File: src/hw/rtl/tcc_fifo.sv
// Short command queue between the front end and the back end.
`timescale 1ns / 1ps

module tcc_fifo #(
	parameter int WIDTH = 8,
	parameter int DEPTH = 4
) (
	input  logic             clk,
	input  logic             arst_n,
	input  logic             push,
	input  logic [WIDTH-1:0] push_data,
	input  logic             pop,
	output logic [WIDTH-1:0] pop_data,
	output logic             full,
	output logic             empty
);

	localparam int PW = (DEPTH > 1) ? $clog2(DEPTH) : 1;
	localparam int CNTW = $clog2(DEPTH + 1);

	logic [WIDTH-1:0] slot_q [DEPTH];
	logic [PW-1:0]    wptr_q;
	logic [PW-1:0]    rptr_q;
	logic [CNTW-1:0]  count_q;

	assign full     = (count_q == CNTW'(DEPTH));
	assign empty    = (count_q == '0);
	assign pop_data = slot_q[rptr_q];

	always_ff @(posedge clk) begin
		if (push) begin
			slot_q[wptr_q] <= push_data;
		end
	end

	always_ff @(posedge clk or negedge arst_n) begin
		if (!arst_n) begin
			wptr_q  <= '0;
			rptr_q  <= '0;
			count_q <= '0;
		end else begin
			if (push) begin
				wptr_q <= (wptr_q == PW'(DEPTH - 1)) ? '0 : wptr_q + 1'b1;
			end
			if (pop) begin
				rptr_q <= (rptr_q == PW'(DEPTH - 1)) ? '0 : rptr_q + 1'b1;
			end
			if (push && !pop) begin
				count_q <= count_q + 1'b1;
			end else if (pop && !push) begin
				count_q <= count_q - 1'b1;
			end
		end
	end

endmodule

File: config.mk
export PLATFORM = sky130hd
export DESIGN_NAME = tcc_fifo
export DESIGN_NICKNAME = d
export VERILOG_FILES = /design/src/hw/rtl/tcc_fifo.sv
export SDC_FILE = /design/constraint.sdc
export NUM_CORES = 1
export LEC_CHECK = 0
export ABC_AREA = 1
export BUFFER_PORTS_ARGS = -buffer_cell sky130_fd_sc_hd__clkbuf_2
export CORE_MARGIN = 4
export CORE_UTILIZATION = 56
export DETAILED_ROUTE_END_ITERATION = 7
export PLACE_DENSITY = 0.88
export SLEW_MARGIN = 20
export SYNTH_ARGS = -nofsm -noshare
export SYNTH_HDL_FRONTEND = slang
export SYNTH_SLANG_ARGS = --single-unit
File: constraint.sdc
create_clock -name clk -period 1.5 [get_ports clk]
set_input_delay 0.3 -clock clk [delete_from_list [all_inputs] [get_ports clk]]
set_output_delay 0.3 -clock clk [all_outputs]
set_load 0.02 [all_outputs]
; ---- Word level (Yosys, flattened, before mapping)
; Memory sizes are Yosys's and may differ from the RTL's.
; Index checks and enable logic that the tools add are counted.
[op_classes]
eq_ne = 3
mux = 6
reduce_logical = 6
n_addsub = 4
[op_table]
columns = op, count
row1 = two-way mux 3 bit, 2
row2 = adder 2 x 1 -> 2 bit (second input constant), 2
row3 = equality test 2 bit (second input constant), 2
row4 = two-way mux 2 bit, 2
row5 = adder 3 x 1 -> 3 bit (second input constant), 1
row6 = equality test 3 bit (second input constant), 1
row7 = zero test 3 bit, 1
row8 = subtractor 3 x 1 -> 3 bit (second input constant), 1
row9 = logical AND 1 bit, 2
row10 = zero test 1 bit, 2
row11 = two-way mux 1 bit, 2
row12 = nonzero test 2 bit, 1
[word_totals]
memories = 1
ram_bits = 32
input_bits = 12
ff_bits = 7
[memory_table]
columns = memory, depth, word_bits, read_ports, rd_clocked_by_memory_dff, write_ports, line_no
row1 = slot_q, 4, 8, 1, 0, 1, 21  ; logic [WIDTH-1:0] slot_q [DEPTH];

; ---- Longest topological paths before layout
[logic_depth]
ltp_word = 4
mapped_depth = 9

; ---- Worst setup path after synthesis
; OpenSTA, ideal clock, no wires.
[synth_timing]
path_type = input to register
start = in pop
end = reg count_q[2]
n_path_buf = 0
arrival_ps = 1142
t_required_ps = 1383
cell_stages = 8
slack_ps = 241
cell_sequence = inv_1 -> ha_1 -> inv_1 -> fa_1 -> nand2_1 -> nand3_1 -> nand2_1 -> nand2_1
[synth_via]
elab_chain_len = 3
elab_cells_between_ends = 5
cone_classes = mux: 1 / reduce/logical: 4
[synth_rtl]
columns = item, line_no
row1 = start: declaration, 12  ; input logic pop,
row2 = zero test 1 bit, 48  ; if (push && !pop) begin
row3 = logical AND 1 bit, 48
row4 = two-way mux 3 bit or nonzero test 2 bit (tied branches), -
row5 = end signal: assignment, 49  ; count_q <= count_q + 1'b1;
row6 = end signal: assignment, 51  ; count_q <= count_q - 1'b1;
row7 = end: declaration, 24  ; logic [CNTW-1:0] count_q;
; Parallel ways exist; a longest one is shown, timed or not.
; A chain may end at the register's enable or synchronous reset.

; ---- Worst setup path after layout
[layout_timing]
start = reg rptr_q[0]
end = out pop_data[1]
[layout_via]
elab_chain_len = 1
[layout_rtl]
columns = item, line_no
row1 = start: declaration, 23  ; logic [PW-1:0] rptr_q;
row2 = start signal: assignment, 46  ; rptr_q <= (rptr_q == PW'(DEPTH - 1)) ? '0 : rptr_q + 1'b1;
row3 = memory read (4 x 8 bit), -
row4 = end: declaration, 13  ; output logic [WIDTH-1:0] pop_data,
; No other way between the ends.

==> flow_summary.yaml <==
placed_design:
  dpl.hpwl_um: 2180
  placed_cells: 197
  place_congestion: 0.696
  port_buffers: 21
  place_area_mm2: 0.00186
worst_hold_path:
  worst_hold_path_type: "in2reg"
die:
  core_area_mm2: 0.00283
  io_pins: 22
  die_y_um: 63.1
  die_area_mm2: 0.00399
  rows: 19
  initial_core_util: 0.602
  die_w_um: 63.1
pwr:
  ir_drop_mv: 0.976
  leakage_nw: 0.913
  combPwrFrac: 0.428
  power_frac_clock: 0.133
  power.share.switching: 0.382
  p_int_mw: 2.24
  seq_power_share: 0.439
  power_density_mw_per_mm2: 1820
  p_sw_mw: 1.39
grt:
  track_usage: 0.170
  grt_max_degree: 18
  grtUsageMet3: 0.0373
  busiest_layer: "met2"
  grt-ovfl-total: 0
  antenna_found_initial: 0
  grt_pass1_vias: 1163
  met2_usage: 0.323
  groute.layer.met1.usage: 0.172
  grt_pass1_wl_um: 5030
detailed_routing:
  via_per_inst: 5.31
  firstDrtPassIters: 4
  ant_nets: 0
  postRouteWirelength_um: 3120
  vias: 1109
  routedWlPerCell_um: 14.9
  drt_iter0_drc: 36
  drcViolationCount: 0
timing:
  relSlewSlack: 0.750
  finalHoldViolCount: 0
  finalMaxSlewViolations: 0
  rsz0062_at_grt: "yes"
  fin_crit_ns: 1.67
  worst_slack_ns: -0.175
  fin_crit_sh: 1.12
  fmax_mhz: 597
  max_slew.worst_pin.slew_ns: 0.374
  setup_viol: 8
  final.setup_skew_ns: 0.00479
critical_path:
  cp_max_fo: 16
  required_ns: 1.20
  timing.rr.start: "count_q[1]"
  cp_slowest_cell: "dfrtp_1"
  r2r_setup_slack_ns: 0.06
  crit_path_start_kind: "register"
  end_kind: "output port"
  cpPeakStageDelay_ns: 0.42
  ff2ff_path_depth: 6
  arrival_ns: 1.37
  cp.depth: 6
  cp_top_family: "flip-flops"
  endpoint: "pop_data[1]"
  cp_common_cell: "nand2_1"
  rr_endpoint: "count_q[2]"
  criticalPathCategory: "reg2out"
  cp_cell_sequence: "inv_4 > buf_12 > nand2_1 > o211ai_1 > nand2_1 > buf_2"
  setup.worst_path.start: "rptr_q[0]"
  critPathBufInv: 3
run_status:
  status: "complete, but fails checks"
  violations: "setup timing"
synth:
  yosysMostFrequentCell: "nand2_1"
  synth.distinct_cells: 17
  synthesis.nets: 163
  synth_area_per_cell_um2: 11.8
  synth_common_cells: "38 x nand2_1, 32 x edfxtp_1, 27 x inv_1, 16 x o211ai_1, 7 x dfrtp_1"
  syn_inst: 144
  netlist_area_mm2: 0.00170
  synth_area_leaders: "edfxtp_1 56%, dfrtp_1 10%, nand2_1 8.4%, o211ai_1 7.1%, inv_1 6.0%"
  ys_seq_elements: 39
  synth_edf_count: 32
  synthFlopType: "edfxtp_1"
  async_flop_share: 0.179
  synth_top_area_frac: 0.564
  synth.largest_area_cell: "edfxtp_1"
  ys_warn_count: 0
  ys_seq_area_frac: 0.667
clock_network:
  cts_tree: "built"
  clk_pin_slew_ns: 0.10
  worstSkewPairLatency_ns: 0.33
  cts_max_path_buffers: 2
  numCtsBuffers: 5
  cts_htree_levels: 2
  cts.sinks: 39
  root_buffer: "clkbuf_4"
final_layout:
  diodes: 0
  drive_above_1_share: 0.242
  stdcell_count: 209
  nFillCells: 202
  synthToLayoutAreaGrowth_pct: 17.0
  fin_util: 0.705
  nets: 197
  fin_area_mm2: 0.00199
job:
  cap_viol_max_count: 0
-- state kept, by name, summed over array words and instances (netlist names) --
name and flops:
slot_q 32, count_q 3, wptr_q 2, rptr_q 2
-- routing by layer --
metal | share of wire | up-vias
li1 | - | 554
met3 | 0.047 | 7
met4 | 0.017 | 0
met1 | 0.39 | 521
met2 | 0.54 | 27
met5 | 0 | -
-- power groups by stage --
stage / logic, mW / registers (mW) / clock network [mW]
2_1_floorplan: 0.970 / 1.56 / 0
3_3_place_gp: 1.28 / 1.58 / 0
3_5_place_dp: 1.38 / 1.61 / 0
4_1_cts: 1.46 / 1.58 / 0.492
5_1_grt: 1.73 / 1.61 / 0.535
6_report: 1.55 / 1.59 / 0.483
-- cells by family (layout without fill, tap and decap cells) --
logic type	count (synthesis)	count (layout)	share of synthesized area
buffers and inverters	33	67	0.0882
AOI/OAI and AO/OA	21	21	0.0852
and+or+nand+nor	43	43	0.0985
adders and majority gates	7	7	0.0558
xor gates and xnor gates	1	1	0.00514
DFF	39	39	0.667
-- repair_timing --
action                                  CTS  global route
setup buffers                             2             1
pin swaps                                 1             2
resized for setup                         5            16
hold buffers                              1             0
endpoints found under the hold margin     7             0
endpoints found under the setup margin    9            10
gates cloned                              0             1
-- how the worst min path moves through the flow --
stage / start / end / slack (ns) / cells after the start
after floorplan: arst_n / count_q[0] / 0.004 / 0
after global placement: arst_n / count_q[0] / 0.14 / 1
after detailed placement: arst_n / count_q[0] / 0.15 / 1
after CTS: push_data[0] / slot_q[1][0] / 0.17 / 1
after global routing: push_data[7] / slot_q[1][7] / 0.18 / 1
final: push_data[0] / slot_q[1][0] / 0.18 / 1
-- cells in the final DEF, fill, tap and decap left out --
cell and count:
nand2_1 38, edfxtp_1 32, inv_1 26, o211ai_1 16, clkbuf_2 12, buf_4 8, ha_1 6, buf_2 6
clkbuf_4 5, dfrtp_1 5, o21ai_0 4, inv_2 2, nor3_2 2, dfrtp_2 2, inv_4 1, xnor2_1 1
a21oi_1 1, nor2_1 1, nand3_1 1, nand4_1 1, fa_1 1, clkinv_2 1, clkinv_1 1, clkbuf_16 1
dlygate4sd3_1 1, buf_6 1, buf_8 1, buf_12 1
-- worst reg2reg max path, delay by kind of cell (launching register included) --
| kind | cells | cell delay (ns) |
|---|---|---|
| fa+ha+maj | 1 | 0.40 |
| buf+inv | 1 | 0.15 |
| simple gates | 4 | 0.35 |
| flops | 1 | 0.44 |
-- layout make-up --
class,instances,area (um2),area share
Clock buffer,5,37.5,0.0188
Multi-Input combinational cell,72,427,0.214
Timing Repair Buffer,31,231,0.116
Clock inverter,2,8.76,0.00439
Inverter,29,111,0.0559
Sequential cell,39,1140,0.571
Tap cell,31,38.8,0.0195
-- per-stage QoR --
stage / setup slack (ns) / hold WS [ns] / power, mW / setup TNS (ns)
finish: -0.175 / 0.179 / 3.63 / -1.23
global route: -0.278 / 0.182 / 3.88 / -2.04
CTS: -0.188 / 0.172 / 3.53 / -1.30
detailed placement: 0.0216 / 0.150 / 2.98 / 0
global placement: 0.0889 / 0.141 / 2.86 / 0
floorplan: 0.241 / 0.00441 / 2.53 / 0
Power figures use the tool's default switching activity.
