--- config.mk ---
export PLATFORM = sky130hd
export DESIGN_NAME = tcc_front_flat
export DESIGN_NICKNAME = d
export VERILOG_FILES = /design/src/hw/rtl/tcc_pkg.sv /design/src/hw/rtl/tcc_if.sv /design/src/hw/rtl/tcc_front.sv /design/src/flat_wrapper.sv
export SDC_FILE = /design/constraint.sdc
export NUM_CORES = 1
export LEC_CHECK = 0
export BUFFER_PORTS_ARGS = -buffer_cell sky130_fd_sc_hd__buf_2
export CORE_UTILIZATION = 48
export DETAILED_ROUTE_END_ITERATION = 8
export PLACE_DENSITY = 0.88
export SYNTH_ARGS = -nofsm -noshare
export SYNTH_HDL_FRONTEND = slang
export SYNTH_SLANG_ARGS = --single-unit
export TNS_END_PERCENT = 10
--- constraint.sdc ---
create_clock -name clk -period 5.7 [get_ports clk]
set_input_delay 0.285 -clock clk [delete_from_list [all_inputs] [get_ports clk]]
set_output_delay 0.285 -clock clk [all_outputs]
set_load 0.005 [all_outputs]
--- src/hw/rtl/tcc_pkg.sv ---
// Shared types and constants of the text console cursor writer.
`timescale 1ns / 1ps

package tcc_pkg;

	localparam int OP_W     = 3;
	localparam int CHAR_W   = 8;
	localparam int ATTR_W   = 8;
	localparam int POSX_W   = 7;
	localparam int POSY_W   = 5;
	localparam int CELL_W   = 16;
	localparam int OUTROW_W = 5;
	localparam int OUTCOL_W = 7;

	localparam int QUEUE_DEPTH = 4;

	localparam logic [OP_W-1:0] OP_PUT        = 3'd0;
	localparam logic [OP_W-1:0] OP_WRITE_CELL = 3'd1;
	localparam logic [OP_W-1:0] OP_SET_CURSOR = 3'd2;
	localparam logic [OP_W-1:0] OP_CLEAR      = 3'd3;
	localparam logic [OP_W-1:0] OP_READ_CELL  = 3'd4;

	localparam logic [CHAR_W-1:0] CODE_NEWLINE = 8'd10;
	localparam logic [CHAR_W-1:0] CODE_SPACE   = 8'd32;
	localparam logic [CELL_W-1:0] RESET_CELL   = 16'h1F20;

	// Work that the back end carries out for one transaction.
	typedef enum logic [2:0] {
		K_NOP,
		K_WRITE,
		K_READ,
		K_SCROLL,
		K_CLEAR
	} kind_t;

	typedef struct packed {
		logic [OUTROW_W-1:0] cursor_row;
		logic [OUTCOL_W-1:0] cursor_col;
		logic                scrolled;
	} res_t;

	typedef struct packed {
		kind_t             kind;
		logic              has_char;
		logic [CHAR_W-1:0] char_code;
		logic [ATTR_W-1:0] colour;
		res_t              res;
	} cmd_t;

endpackage

--- src/hw/rtl/tcc_if.sv ---
// Request and response channel interfaces of the text console cursor writer.
`timescale 1ns / 1ps

interface tcc_in_if import tcc_pkg::*; ();
	logic              valid;
	logic              ready;
	logic [OP_W-1:0]   op;
	logic [CHAR_W-1:0] char_code;
	logic [ATTR_W-1:0] colour;
	logic [POSX_W-1:0] pos_x;
	logic [POSY_W-1:0] pos_y;

	modport source (output valid, op, char_code, colour, pos_x, pos_y, input ready);
	modport sink (input valid, op, char_code, colour, pos_x, pos_y, output ready);
endinterface


--- src/hw/rtl/tcc_front.sv ---
// Front end: accepts requests, owns the cursor and the ring origin, issues commands.
`timescale 1ns / 1ps

module tcc_front import tcc_pkg::*; #(
	parameter int COLUMNS = 80,
	parameter int ROWS = 25,
	localparam int AW = $clog2(COLUMNS * ROWS)
) (
	input  logic          clk,
	input  logic          arst_n,
	tcc_in_if.sink        req,
	input  logic          q_full,
	input  logic          init_done,
	output logic          push,
	output cmd_t          cmd,
	output logic [AW-1:0] addr
);

	localparam int CW = $clog2(COLUMNS + 1);
	localparam int RW = $clog2(ROWS);

	logic [RW-1:0] row_q, row_n;
	logic [CW-1:0] col_q, col_n;
	logic [RW-1:0] top_q, top_n;

	kind_t         kind;
	logic          has_char;
	logic          scroll;
	logic [RW-1:0] tgt_row;
	logic [CW-1:0] tgt_col;
	logic          in_range;
	logic [RW:0]   row_sum;
	logic [RW-1:0] phys_row;

	assign req.ready = init_done && !q_full;
	assign push      = req.valid && req.ready;
	assign in_range  = (32'(req.pos_x) < COLUMNS) && (32'(req.pos_y) < ROWS);

	always_comb begin
		row_n    = row_q;
		col_n    = col_q;
		top_n    = top_q;
		kind     = K_NOP;
		has_char = 1'b0;
		scroll   = 1'b0;
		tgt_row  = row_q;
		tgt_col  = col_q;
		unique case (req.op)
			OP_PUT: begin
				if ((32'(col_q) >= COLUMNS) || (req.char_code == CODE_NEWLINE)) begin
					col_n = '0;
					if (32'(row_q) >= ROWS - 1) begin
						row_n  = RW'(ROWS - 1);
						scroll = 1'b1;
						top_n  = (32'(top_q) == ROWS - 1) ? '0 : top_q + 1'b1;
					end else begin
						row_n = row_q + 1'b1;
					end
				end
				tgt_row = row_n;
				tgt_col = col_n;
				if (req.char_code != CODE_NEWLINE) begin
					has_char = 1'b1;
					col_n    = col_n + 1'b1;
				end
				if (scroll) begin
					kind = K_SCROLL;
				end else if (has_char) begin
					kind = K_WRITE;
				end
			end
			OP_WRITE_CELL: begin
				tgt_row = RW'(req.pos_y);
				tgt_col = CW'(req.pos_x);
				if (in_range) begin
					kind = K_WRITE;
				end
			end
			OP_SET_CURSOR: begin
				col_n = (32'(req.pos_x) > COLUMNS) ? CW'(COLUMNS) : CW'(req.pos_x);
				row_n = (32'(req.pos_y) > ROWS - 1) ? RW'(ROWS - 1) : RW'(req.pos_y);
			end
			OP_CLEAR: begin
				kind  = K_CLEAR;
				row_n = '0;
				col_n = '0;
				top_n = '0;
			end
			OP_READ_CELL: begin
				tgt_row = RW'(req.pos_y);
				tgt_col = CW'(req.pos_x);
				if (in_range) begin
					kind = K_READ;
				end
			end
			default: begin
			end
		endcase
	end

	// The screen is a ring of rows; logical row r lives at physical row (r + top) mod ROWS.
	// On a scroll the bottom logical row lands on the old top row, which the back end blanks.
	always_comb begin
		row_sum  = {1'b0, tgt_row} + {1'b0, top_q};
		phys_row = (32'(row_sum) >= ROWS) ? RW'(32'(row_sum) - ROWS) : RW'(row_sum);
		if (scroll) begin
			phys_row = top_q;
			addr     = AW'(32'(phys_row) * COLUMNS);
		end else begin
			addr = AW'(32'(phys_row) * COLUMNS) + AW'(tgt_col);
		end
	end

	always_comb begin
		cmd.kind           = kind;
		cmd.has_char       = has_char;
		cmd.char_code      = req.char_code;
		cmd.colour         = req.colour;
		cmd.res.cursor_row = OUTROW_W'(row_n);
		cmd.res.cursor_col = OUTCOL_W'(col_n);
		cmd.res.scrolled   = scroll;
	end

	always_ff @(posedge clk or negedge arst_n) begin
		if (!arst_n) begin
			row_q <= '0;
			col_q <= '0;
			top_q <= '0;
		end else if (push) begin
			row_q <= row_n;
			col_q <= col_n;
			top_q <= top_n;
		end
	end

endmodule

--- src/flat_wrapper.sv ---
// flat-port wrapper written by rule: the top's interface ports become plain ports
module tcc_front_flat import tcc_pkg::*;
#(
	parameter int COLUMNS = 80,
	parameter int ROWS = 25,
	localparam int AW = $clog2(COLUMNS * ROWS)
)
  (clk, arst_n, q_full, init_done, push, cmd, addr, req_valid, req_op, req_char_code, req_colour, req_pos_x, req_pos_y, req_ready);
  tcc_in_if req_i ();
  input  logic clk;
  input  logic arst_n;
  input  logic q_full;
  input  logic init_done;
  output logic push;
  output cmd_t cmd;
  output logic [AW-1:0] addr;
  input wire logic [$bits(req_i.valid)-1:0] req_valid;
  input wire logic [$bits(req_i.op)-1:0] req_op;
  input wire logic [$bits(req_i.char_code)-1:0] req_char_code;
  input wire logic [$bits(req_i.colour)-1:0] req_colour;
  input wire logic [$bits(req_i.pos_x)-1:0] req_pos_x;
  input wire logic [$bits(req_i.pos_y)-1:0] req_pos_y;
  output wire logic [$bits(req_i.ready)-1:0] req_ready;
  assign req_i.valid = req_valid;
  assign req_i.op = req_op;
  assign req_i.char_code = req_char_code;
  assign req_i.colour = req_colour;
  assign req_i.pos_x = req_pos_x;
  assign req_i.pos_y = req_pos_y;
  assign req_ready = req_i.ready;
  tcc_front #(.COLUMNS(COLUMNS), .ROWS(ROWS)) u_core (.clk(clk), .arst_n(arst_n), .req(req_i), .q_full(q_full), .init_done(init_done), .push(push), .cmd(cmd), .addr(addr));
endmodule
# [Word-level counts from Yosys, hierarchy flattened]
# Index checks and enable logic that the tools add are counted.
[totals] register_bits=17 inputBits=36 out_inout_bits=46 wordCells=65
[classes] add_sub_neg=6 mul=2 n_lt_le_gt_ge=7 eq_ne=9 n_mux=29 n_reduce_logical=9
[op_table] op="5-bit 2-to-1 mux" count=7
[op_table] op="7-bit 2-to-1 mux" count=4
[op_table] op="7-bit one-hot mux with 3 select lines" count=1
[op_table] op="5-bit one-hot mux with 2 select lines" count=2
[op_table] op="5-bit one-hot mux with 3 select lines" count=1
[op_table] op="5-bit by 3-bit multiplier with 7-bit output, second input constant" count=2
[op_table] op="7-bit one-hot mux with 2 select lines" count=1
[op_table] op="3-bit one-hot mux with 4 select lines" count=1
[op_table] op="11-bit by 7-bit adder with 11-bit output" count=1
[op_table] op="11-bit 2-to-1 mux" count=1
[op_table] op="5-bit by 1-bit adder with 5-bit output, second input constant" count=2
[op_table] op="1-bit 2-to-1 mux" count=9
[op_table] op="8-bit by 4-bit equality test with 1-bit output, second input constant" count=1
[op_table] op="8-bit by 4-bit inequality test with 1-bit output, second input constant" count=1
[op_table] op="7-bit by 1-bit adder with 7-bit output, second input constant" count=1
[op_table] op="7-bit greater-or-equal comparator, second input constant" count=1
[op_table] op="7-bit greater-than comparator, second input constant" count=1
[op_table] op="7-bit less-than comparator, second input constant" count=1
[op_table] op="5-bit by 5-bit adder with 6-bit output" count=1
[op_table] op="3-bit by 2-bit equality test with 1-bit output, second input constant" count=2
[op_table] op="6-bit by 5-bit greater-or-equal comparator with 1-bit output, second input constant" count=1
[op_table] op="5-bit equality test, second input constant" count=1
[op_table] op="5-bit greater-or-equal comparator, second input constant" count=1
[op_table] op="5-bit greater-than comparator, second input constant" count=1
[op_table] op="14 further kinds" count=17

# [Longest topological paths before layout]
[logic_depth] depth_word=10 ltp_mapped=25 depth_no_buf=24

# [Worst setup path before layout]
# No wires, ideal clock.
[synth_path] path_kind="reg-to-output" from="register u_core.col_q[5]" to="output port addr[10]" t_arrival_ps=5415 slack_ps=0 path_stages_with_launch=26 n_path_buf=1 path_cell_list="dfrtp_1 -> o21ai_2 -> a21bo_2 -> clkbuf_1 -> and3_1 -> a21oi_1 -> a21oi_1 -> o22a_1 -> fa_1 -> inv_1 -> ha_1 -> inv_1 -> nor2_1 -> a211o_1 -> o211ai_1 -> o31ai_1 -> xor2_1 -> ha_1 -> ha_1 -> fa_1 -> nand2_1 -> o21bai_1 -> mux2_2 -> o22ai_1 -> xnor2_1 -> a21oi_1"
[synth_via] elab_chain_cells=10 word_cells_on_any_way=17 cone_classes="add/sub: 3; mul: 1; order compare: 2; mux: 10; reduce/logical: 1"
[synth_rtl] element="start, declared" line_no="tcc_front.sv:23" source="logic [CW-1:0] col_q, col_n;"
[synth_rtl] element="start signal, assigned" line_no="tcc_front.sv:131" source="col_q <= col_n;"
[synth_rtl] element="7-bit greater-or-equal comparator" line_no="tcc_front.sv:50" source="if ((32'(col_q) >= COLUMNS) || (req.char_code == CODE_NEWLINE)) begin"
[synth_rtl] element="1-bit logical OR" line_no="tcc_front.sv:50"
[synth_rtl] element="5-bit 2-to-1 mux" line_no="tcc_front.sv:50"
[synth_rtl] element="5-bit one-hot mux with 2 select lines" line_no="tcc_front.sv:48" source="unique case (req.op)"
[synth_rtl] element="5-bit by 5-bit adder with 6-bit output" line_no="tcc_front.sv:104" source="row_sum = {1'b0, tgt_row} + {1'b0, top_q};"
[synth_rtl] element="5-bit subtractor or 6-bit by 5-bit greater-or-equal comparator with 1-bit output (tied branches)" line_no="tcc_front.sv:105" source="phys_row = (32'(row_sum) >= ROWS) ? RW'(32'(row_sum) - ROWS) : RW'(row_sum);"
[synth_rtl] element="5-bit 2-to-1 mux" line_no="tcc_front.sv:105"
[synth_rtl] element="5-bit by 3-bit multiplier with 7-bit output" line_no="tcc_front.sv:110" source="addr = AW'(32'(phys_row) * COLUMNS) + AW'(tgt_col);"
[synth_rtl] element="11-bit by 7-bit adder with 11-bit output" line_no="tcc_front.sv:110"
[synth_rtl] element="11-bit 2-to-1 mux (*)" line_no="tcc_front.sv:106" source="if (scroll) begin"
[synth_rtl] element="end, declared" line_no="flat_wrapper.sv:16" source="output logic [AW-1:0] addr;"
# Every way passes the cells marked *; elsewhere a longest branch is shown, timed or not. The select of a mux whose other input is x is not followed.

# [Worst setup path after layout]
# Same ends and word-level chain as after synthesis.

==> summary.md <==
| Metric | Value |
|---|---|
| CTS tree | `done` |
| Die width | `77.73 um` |
| Peak VDD IR | `0.0001309 V` |
| Die ar. | `6041 um^2` |
| CP Max Fanout | `3` |
| Synth top area share | `15.45%` |
| RSZ-0062 raised after global routing | `yes` |
| Hold crit path type | `input pin to register` |
| DR vias | `3,316` |
| Count leader, synth | `a21oi_1` |
| R2R Setup Slk | `3250 ps` |
| Vias in the first global route | `2,980` |
| DRT iter0 DRCs | `330` |
| Fin. Hold Viols | `0` |
| Clk sink count | `17` |
| GRT overflow | `0` |
| Max-cap viol count | `0` |
| Final setup vio count | `1` |
| Buffers on Ports | `65` |
| Post-synthesis cell count | `370` |
| Chip Height | `77.73 um` |
| WP data required | `5410 ps` |
| ANT cells | `0` |
| Final Power | `0.0008254 W` |
| Number of synthesized flops with an enable pin | `0` |
| Area Overhead vs Synth | `24.95%` |
| First-pass iteration count of the detailed router | `7` |
| Clk_lat worst skew | `270 ps` |
| P_sw | `0.0003620 W` |
| GPL Wtd Cong | `0.9603` |
| Primary FF master, synth | `dfrtp_1` |
| Routed Antenna Nets | `0` |
| Reg area | `425.4 um^2` |
| Rel. slew slack | `43.57%` |
| Cells on Worst Hold Path | `3` |
| Critical Path Source Type | `register` |
| Clock power share | `12.5%` |
| P_int | `0.0004635 W` |
| Clock transition at path regs | `80 ps` |
| Worst setup margin | `-234.5 ps` |
| Failing checks | `negative setup slack` |
| Crit path DAT | `5650 ps` |
| Top cells by count, synth | `a21oi_1, nand2_1, nor2_1` |
| Layout cells sized above 1 | `32.20%` |
| Nets | `510` |
| Post-synth design cell area | `2753 um^2` |
| Clk_skew | `5.867 ps` |
| Reg-to-reg startpoint | `u_core.col_q[6]` |
| GR Util All Layers | `29.06%` |
| Synthesis Warnings | `0` |
| Worst Hold Path EP | `u_core.col_q[0]` |
| Sw Share | `43.85%` |
| Synth area leaders | `dfrtp_1, ha_1, a21oi_1` |
| Post-synth ARST share | `100.0%` |
| Synth Net Count | `438` |
| Largest net degree at the start of global routing | `21` |
| Tightest Pin Transition | `843.3 ps` |
| Root buffer cell | `clkbuf_8` |
| Reg2reg end | `u_core.top_q[3]` |
| Final WL | `9266 um` |
| Status | `finished, violations left` |
| Reg2Reg Depth | `7` |
| DRC Markers | `0` |
| Final Max Tran Viols | `0` |
| Synthesized area per cell | `7.440 um^2` |
| WL per Instance | `18.06 um` |
| Static Leakage | `1.713 nW` |
| I/O pins | `82` |
| Critical path type | `register to output pin` |
| FMAX | `168.5 MHz` |
| Core box area | `5507 um^2` |
| Seq pwr share | `19.4%` |
| Hold path startpoint | `req_pos_x[0]` |
| Seq/Total Area, Yosys | `15.45%` |
| Dpl hpwl | `6335 um` |
| Pwr dens | `240.0 nW/um^2` |
| First-pass GRT wire length | `13,950 um` |
| Final worst path period need | `5934 ps` |
| Number of H-tree levels | `1` |
| CTS Buf Count | `3` |
| Post-synthesis cell type count | `58` |
| CP Capture Type | `output pin` |
| Fin crit share | `104.1%` |
| Rows | `27` |
| Number of synthesized register bits | `17` |
| Clock tree buffer depth | `2` |
| Fill cell count | `465` |
| Area of the multi-input gates | `2225 um^2` |
| Initial antenna violation count | `0` |
| Setup TNS | `-234.5 ps` |
| Vias per Instance | `6.464` |
| Yosys top cell by area | `dfrtp_1` |
| Logic gate share of total power | `68.1%` |
| Initial Util | `49.99%` |
[worst max-delay path by stage]
stage	start	endpoint	slack, ps
after detailed placement	req_char_code[5]	addr[10]	-220
after CTS	u_core.col_q[6]	addr[10]	0.4
after floorplan	u_core.col_q[5]	addr[10]	0.4
final	u_core.col_q[5]	addr[10]	-230
after global routing	u_core.col_q[4]	addr[10]	-500
after global placement	req_char_code[5]	addr[10]	90
[power groups by stage]
stage               logic, W  registers (W)  clock network (W)
CTS                 0.000504       0.000158           0.000101
global route        0.000611       0.000163           0.000107
finish              0.000562       0.000160           0.000103
detailed placement  0.000425       0.000160                  0
global placement    0.000405       0.000159                  0
floorplan           0.000289       0.000152                  0
[cells in the final DEF, fill, tap and decap left out, types with 3 or more instances in the layout]
cell type,synthesis,final
buf_2,2,65
a21oi_1,37,34
buf_4,19,33
nand2_1,35,32
nor2_1,32,31
o21ai_0,31,27
ha_1,28,23
dfrtp_1,17,17
inv_1,18,16
a22oi_1,12,12
nand3_1,10,10
a21o_1,9,9
a31oi_1,8,8
nor2b_1,7,7
xor2_1,8,7
a22o_1,5,5
o21ai_2,1,4
and3_1,5,4
o31ai_1,4,4
xnor2_1,6,4
a211oi_1,4,4
o21a_1,3,3
and2_1,3,3
nand2b_1,3,3
a21oi_2,0,3
o211ai_1,3,3
nand2_2,0,3
o22a_1,3,3
fa_1,4,3
ha_4,0,3
clkbuf_8,0,3
[sequential cells by signal (all words and copies together), names as in the netlist]
signal	flops
u_core.col_q	7
u_core.row_q	5
u_core.top_q	5
[kinds of logic (layout without fill, tap and decap cells)]
group           Yosys count  in the layout  share of synthesized area [%]
compound gates          142            142                          33.59
fa+ha+maj                32             32                          15.64
mux                       4              4                          1.545
buf+inv                  50            121                          9.500
simple gates            111            111                          19.82
xor+xnor                 14             14                          4.455
flops                    17             17                          15.45
[layout make-up]
type | count | area share, %
flip-flops and latches | 17 | 12.37
multi-input cells | 303 | 64.68
inverters | 18 | 1.964
well taps | 72 | 2.619
clock inverters | 1 | 0.2183
repair buffers | 99 | 16.95
clock buffers | 3 | 1.200
[worst max-delay path, stage by stage, from the launching register on]
cell,delay (ps)
dfrtp_1,400
o21ai_2,190
a21bo_4,260
and3_4,150
a21oi_2,120
a21oi_1,90
o22a_1,200
fa_1,560
inv_2,80
ha_4,160
or3_4,370
o2111ai_2,90
o211ai_1,130
o31ai_1,110
xor2_1,300
ha_1,320
ha_4,190
fa_2,550
nand2_2,60
o21bai_4,180
mux2_4,330
o22ai_4,170
xnor2_2,130
a21oi_1,70
buf_2,140
[what timing repair did]
action | in CTS | in global routing
gates resized for setup | 28 | 10
hold buffers | 1 | 0
pin swaps | 19 | 10
hold endpoints to repair | 17 | 0
buffers inserted | 11 | 4
endpoints found under the setup margin | 1 | 2
[metrics by stage]
step                      hold WS, ps  cell area (um^2)  setup slack, ps  std cells  util [%]
after global placement          244.9              3109            93.34        493     56.46
after detailed placement        250.2              3109           -223.2        493     56.46
final                           335.9              3440           -234.5        513     62.46
after CTS                       345.3              3367           0.4490        509     61.15
after floorplan                -10.59              2753           0.4294        370         -
after global routing            367.5              3440           -500.9        513     62.46
[routing by layer]
layer | GRT usage, % | up-vias | share of wire, %
met3 | 6.235 | 47 | 9.2
met1 | 35.75 | 1580 | 38
met4 | 11.70 | 0 | 4.8
li1 | - | 1478 | -
met5 | 0 | - | 0
met2 | 49.03 | 211 | 47
(Power assumes the default switching activity.)
